File: src/rtl/smva_pkg.sv
// shared types and constants for the scaled matrix-vector accumulate block
// no dependencies; imported by smva_mac, the top module and the testbench
package smva_pkg;

	localparam int ROWS    = 64;
	localparam int COLS    = 64;
	localparam int ROW_W   = 6;
	localparam int COL_W   = 6;
	localparam int DIM_W   = 7;
	localparam int ELEM_W  = 16;
	localparam int ACC_W   = 32;
	localparam int SCALE_W = 16;
	localparam int FRAC_W  = 8;
	localparam int PROD1_W = SCALE_W + ELEM_W;
	localparam int PROD_W  = PROD1_W + ELEM_W;
	localparam int SHR_W   = PROD_W - FRAC_W;
	localparam int SUM_W   = SHR_W + 1;
	localparam int IN_W    = 48;
	localparam int OUT_W   = 40;
	localparam int IDX_W   = 2;

	typedef enum logic [1:0] {
		OP_LOAD_X = 2'd0,
		OP_LOAD_Y = 2'd1,
		OP_ACCUM  = 2'd2,
		OP_READ_Y = 2'd3
	} op_t;

	typedef enum logic [1:0] {
		ST_OK    = 2'd0,
		ST_RANGE = 2'd1,
		ST_SAT   = 2'd2
	} status_t;

	localparam logic [IDX_W-1:0] REG_ROWS  = 2'd0;
	localparam logic [IDX_W-1:0] REG_COLS  = 2'd1;
	localparam logic [IDX_W-1:0] REG_SCALE = 2'd2;

	typedef struct packed {
		op_t                     op;
		logic                    err;
		logic [ROW_W-1:0]        row;
		logic [COL_W-1:0]        col;
		logic signed [ACC_W-1:0] value;
	} item_t;

endpackage

File: src/rtl/smva_mac.sv
// scaled multiply, truncating shift and saturating add, result and status for one item
// depends on smva_pkg
module smva_mac (
	input  logic                              clk,
	input  logic                              en1,
	input  logic                              en2,
	input  logic signed [smva_pkg::SCALE_W-1:0] scale,
	input  smva_pkg::item_t                   item_s1,
	input  logic signed [smva_pkg::ELEM_W-1:0]  x_rd,
	input  logic signed [smva_pkg::ACC_W-1:0]   y_rd,
	output smva_pkg::item_t                   item_s3,
	output smva_pkg::status_t                 status,
	output logic signed [smva_pkg::ACC_W-1:0]   y_value
);
	import smva_pkg::*;

	logic signed [ELEM_W-1:0]  a_s1;
	logic signed [PROD1_W-1:0] prod1_d;
	logic signed [PROD1_W-1:0] prod1_s2;
	logic signed [ELEM_W-1:0]  x_s2;
	logic signed [ACC_W-1:0]   y_s2;
	item_t                     item_s2;
	logic signed [PROD_W-1:0]  prod_d;
	logic signed [PROD_W-1:0]  prod_s3;
	logic signed [ACC_W-1:0]   y_s3;
	logic [SHR_W-1:0]          shr;
	logic [SUM_W-1:0]          sum;
	logic                      ovf;
	logic signed [ACC_W-1:0]   acc_res;

	assign a_s1    = item_s1.value[ELEM_W-1:0];
	assign prod1_d = scale * a_s1;
	assign prod_d  = prod1_s2 * x_s2;

	always_ff @(posedge clk) begin
		if (en1) begin
			prod1_s2 <= prod1_d;
			x_s2     <= x_rd;
			y_s2     <= y_rd;
			item_s2  <= item_s1;
		end
		if (en2) begin
			prod_s3 <= prod_d;
			y_s3    <= y_s2;
			item_s3 <= item_s2;
		end
	end

	// arithmetic shift drops the fraction, rounding toward minus infinity
	assign shr = prod_s3[PROD_W-1:FRAC_W];
	assign sum = {{(SUM_W-ACC_W){y_s3[ACC_W-1]}}, y_s3} + {shr[SHR_W-1], shr};
	// overflow when the bits above the accumulator sign are not all copies of it
	assign ovf = !((&sum[SUM_W-1:ACC_W-1]) || !(|sum[SUM_W-1:ACC_W-1]));

	always_comb begin
		if (!ovf) begin
			acc_res = sum[ACC_W-1:0];
		end else if (sum[SUM_W-1]) begin
			acc_res = {1'b1, {(ACC_W-1){1'b0}}};
		end else begin
			acc_res = {1'b0, {(ACC_W-1){1'b1}}};
		end
	end

	always_comb begin
		status  = ST_OK;
		y_value = '0;
		if (item_s3.err) begin
			status = ST_RANGE;
		end else begin
			case (item_s3.op)
				OP_LOAD_X: y_value = '0;
				OP_LOAD_Y: y_value = item_s3.value;
				OP_ACCUM: begin
					y_value = acc_res;
					if (ovf) status = ST_SAT;
				end
				OP_READ_Y: y_value = y_s3;
				default:   y_value = '0;
			endcase
		end
	end

endmodule

File: config.mk
export PLATFORM = sky130hd
export DESIGN_NAME = smva_mac
export DESIGN_NICKNAME = d
export VERILOG_FILES = /design/src/rtl/smva_pkg.sv /design/src/rtl/smva_mac.sv
export SDC_FILE = /design/constraint.sdc
export NUM_CORES = 2
export LEC_CHECK = 0
export CAP_MARGIN = 0
export CORE_MARGIN = 4
export CORE_UTILIZATION = 30
export DETAILED_ROUTE_END_ITERATION = 12
export DONT_BUFFER_PORTS = 1
export GPL_ROUTABILITY_DRIVEN = 0
export SETUP_SLACK_MARGIN = 0.05
export SLEW_MARGIN = 40
export SYNTH_ARGS = -nofsm -noshare
export SYNTH_HDL_FRONTEND = slang
export SYNTH_SLANG_ARGS = --single-unit
File: constraint.sdc
create_clock -name clk -period 6.3 [get_ports clk]
set_clock_uncertainty 0.05 [all_clocks]
set_input_delay 0.945 -clock clk [delete_from_list [all_inputs] [get_ports clk]]
set_output_delay 0.945 -clock clk [all_outputs]
set_load 0.005 [all_outputs]
==> flow_metrics.py <==
metrics = {
    "floorplanning": {
        "dieWidth_um": 364,
        "die_height_um": 364,
        "rows": 130,
        "io_pins": 195,
        "dieArea_sq_um": 132000,
        "start_util_pct": 30.2,
        "core_sq_um": 126000,
    },
    "clock_network": {
        "clockBufferDepth": 3,
        "cts-buffers-inserted": 28,
        "ctsHoldBuffers": 0,
        "clk_pin_slew_ns": 0.06,
        "clock-sinks": 246,
        "insertion_delay_ns": 0.60,
        "cts_tree": "yes",
        "ctsHtreeMaxLevel": 1,
        "cts-root-buf": "clkbuf_16",
    },
    "place": {
        "dp_hpwl_um": 82900,
        "place_inst": 5599,
        "io_buffer_count": 0,
    },
    "sta": {
        "fin_tns_setup_ns": -4.15,
        "final_hold_viol_count": 0,
        "worstMarginPinSlew_ns": 0.690,
        "setup_ws_ns": -0.316,
        "drv_slew": 0,
        "grt_setup_unrepaired": "yes",
        "post-route-min-period_ns": 6.62,
        "finalCritPeriodShare_pct": 105,
        "fmax_mhz": 151,
        "setup_viol": 22,
        "relSlewSlack_pct": 53.7,
    },
    "yosys": {
        "netlist_area_sq_um": 37900,
        "ys_warn_count": 0,
        "synth_seq_cells": 246,
        "synth_most_common_cell": "inv_1",
        "yosysUniqueCellTypes": 60,
        "synth_ff_type": "edfxtp_1",
        "yosys-top-cells-area": "fa_1 39%, edfxtp_1 19%, inv_1 8.6%",
        "synth_nets": 4875,
        "seq_area_frac_synth_pct": 19.5,
        "yosys-top-cells-count": "867 x inv_1, 748 x fa_1, 510 x nand2_1",
        "synth_edf_count": 246,
        "avgSynthCellArea_sq_um": 10.0,
        "synthesis.instances": 3780,
        "yosys.area.top_type": "fa_1",
        "async_flop_share_pct": 0,
        "synth_top_area_share_pct": 39.5,
    },
    "global_routing": {
        "grt_pass1_vias": 29118,
        "grt_start_max_net_pins": 128,
        "grt_pass1_wl_um": 161000,
        "antenna_found_initial": 12,
        "grt_usage_pct": 15.3,
        "grt_overflow": 0,
    },
    "routing": {
        "drt-total-wl_um": 99300,
        "drc": 0,
        "drt_iter0_drc": 1466,
        "wl_per_cell_um": 17.4,
        "ant_nets": 0,
        "vias": 26174,
        "via_per_inst": 4.60,
        "drt_first_pass_iters": 7,
    },
    "cells_and_area": {
        "fin_cells": 5694,
        "syn_to_final_growth_pct": 16.0,
        "drive_gt1_share_pct": 14.2,
        "nNetsFinal": 5108,
    },
    "critical_path": {
        "required_ns": 6.57,
        "endpoint_kind": "register",
        "crit_fanout": 6,
        "rr_worst_depth": 23,
        "cp-start-kind": "register",
        "r2r-start": "prod1_s2[6]",
        "critPathKind": "register to register",
        "r2r_end": "prod_s3[41]",
        "crit_arrival_ns": 6.88,
        "regToRegSetupSlack_ns": -0.32,
    },
    "min_path": {
        "hp-start": "item_s2[12]",
        "holdPathEnd": "item_s3[12]",
        "hold_class": "register to register",
        "worstHoldPathCells": 0,
    },
    "outcome": {
        "violations": "setup timing",
        "status": "complete, but fails checks",
    },
    "job": {
        "maxCapViolCount": 0,
    },
}
==> registers in the layout, indices dropped and copies added, names as in the netlist <==
register  cells
y_s3         32
prod_s3      40
y_s2         32
item_s2      47
prod1_s2     32
x_s2         16
item_s3      47
==> through the flow <==
step | util (%) | hold WS (ns) | cell area [sq um] | setup slack [ns]
after floorplan | - | 0.350 | 38200 | -0.197
after global placement | 33.6 | 0.350 | 42100 | -0.583
after detailed placement | 33.6 | 0.355 | 42100 | -0.570
after CTS | 34.6 | 0.347 | 43500 | -0.359
after global routing | 35.0 | 0.356 | 44000 | -0.544
final | 35.0 | 0.367 | 44000 | -0.316
==> logic make-up after synthesis <==
group	count (synthesis)	share of synthesized area, %
and+or+nand+nor	1040	13.1
xor gates and xnor gates	113	2.61
DFF	246	19.5
buffers and inverters	1016	10.2
adders and majority gates	981	47.2
AOI/OAI and AO/OA	352	6.58
muxes	32	0.943
==> worst max-delay path by stage <==
stage,slack [ns],endpoint,start,depth (start not counted)
2_1_floorplan,-0.20,prod1_s2[31],item_s1[3],25
3_3_place_gp,-0.58,prod_s3[47],prod1_s2[8],25
4_1_cts,-0.36,prod_s3[47],x_s2[1],27
5_1_grt,-0.54,prod_s3[41],prod1_s2[6],23
6_report,-0.32,prod_s3[41],prod1_s2[6],23
3_5_place_dp,-0.57,prod_s3[47],prod1_s2[8],25
==> metal layers <==
layer  track usage (%)  share of wire [%]
met5                 0              0.023
met3              2.86                6.4
met2              25.9                 47
met1              20.5                 44
met4              3.28                2.6
==> cell type report <==
cell class / instances / area, sq um
flip-flops and latches: 246 / 7390
diodes: 11 / 27.5
clock buffers: 31 / 712
multi-input cells: 2518 / 27300
clock inverters: 19 / 199
fillers: 12665 / 81600
inverters: 868 / 3260
repair buffers: 351 / 3040
well taps: 1650 / 2060
==> what timing repair did <==
item | 4_1_cts | 5_1_grt
gates resized for setup | 58 | 84
buffers inserted | 15 | 19
pin swaps | 15 | 39
setup endpoints to repair | 27 | 46
cloned | 0 | 0
==> cell usage in the layout (no fill, tap or decap), drive strengths merged, types with 9 or more instances in the layout <==
cell type / synthesis / layout
edfxtp: 246 / 246
a221oi: 32 / 32
inv: 868 / 873
o21ai: 53 / 53
ha: 233 / 233
and2: 311 / 311
nand3: 31 / 31
a21oi: 120 / 120
fa: 748 / 748
o21a: 15 / 15
nor2: 96 / 96
nand2b: 22 / 22
a211oi: 13 / 13
and3: 9 / 9
o21bai: 20 / 20
o211ai: 9 / 9
buf: 16 / 351
xnor2: 77 / 77
clkbuf: 132 / 31
nand2: 510 / 510
diode: 0 / 11
nor3: 16 / 16
clkinv: 0 / 11
xor2: 36 / 36
mux2: 30 / 30
nand4: 21 / 21
a21o: 39 / 39
==> critical path, cell delays in order (launching register included) <==
cell       delay, ns
edfxtp_1        0.54
buf_6           0.19
and2_4          0.13
fa_1            0.50
fa_1            0.53
fa_2            0.64
fa_2            0.44
fa_1            0.49
inv_1           0.05
fa_1            0.49
inv_1           0.07
ha_4            0.29
nand3_4         0.07
nor2_2          0.14
nand4_1         0.14
a211oi_4        0.31
o2111ai_2       0.17
a21oi_2         0.28
buf_6           0.16
o21bai_4        0.08
a31o_4          0.24
buf_4           0.14
a21oi_4         0.11
xor2_1          0.07
Power is not shown: default switching activity piles up to over one toggle a cycle in this logic, so the estimate is an artifact.
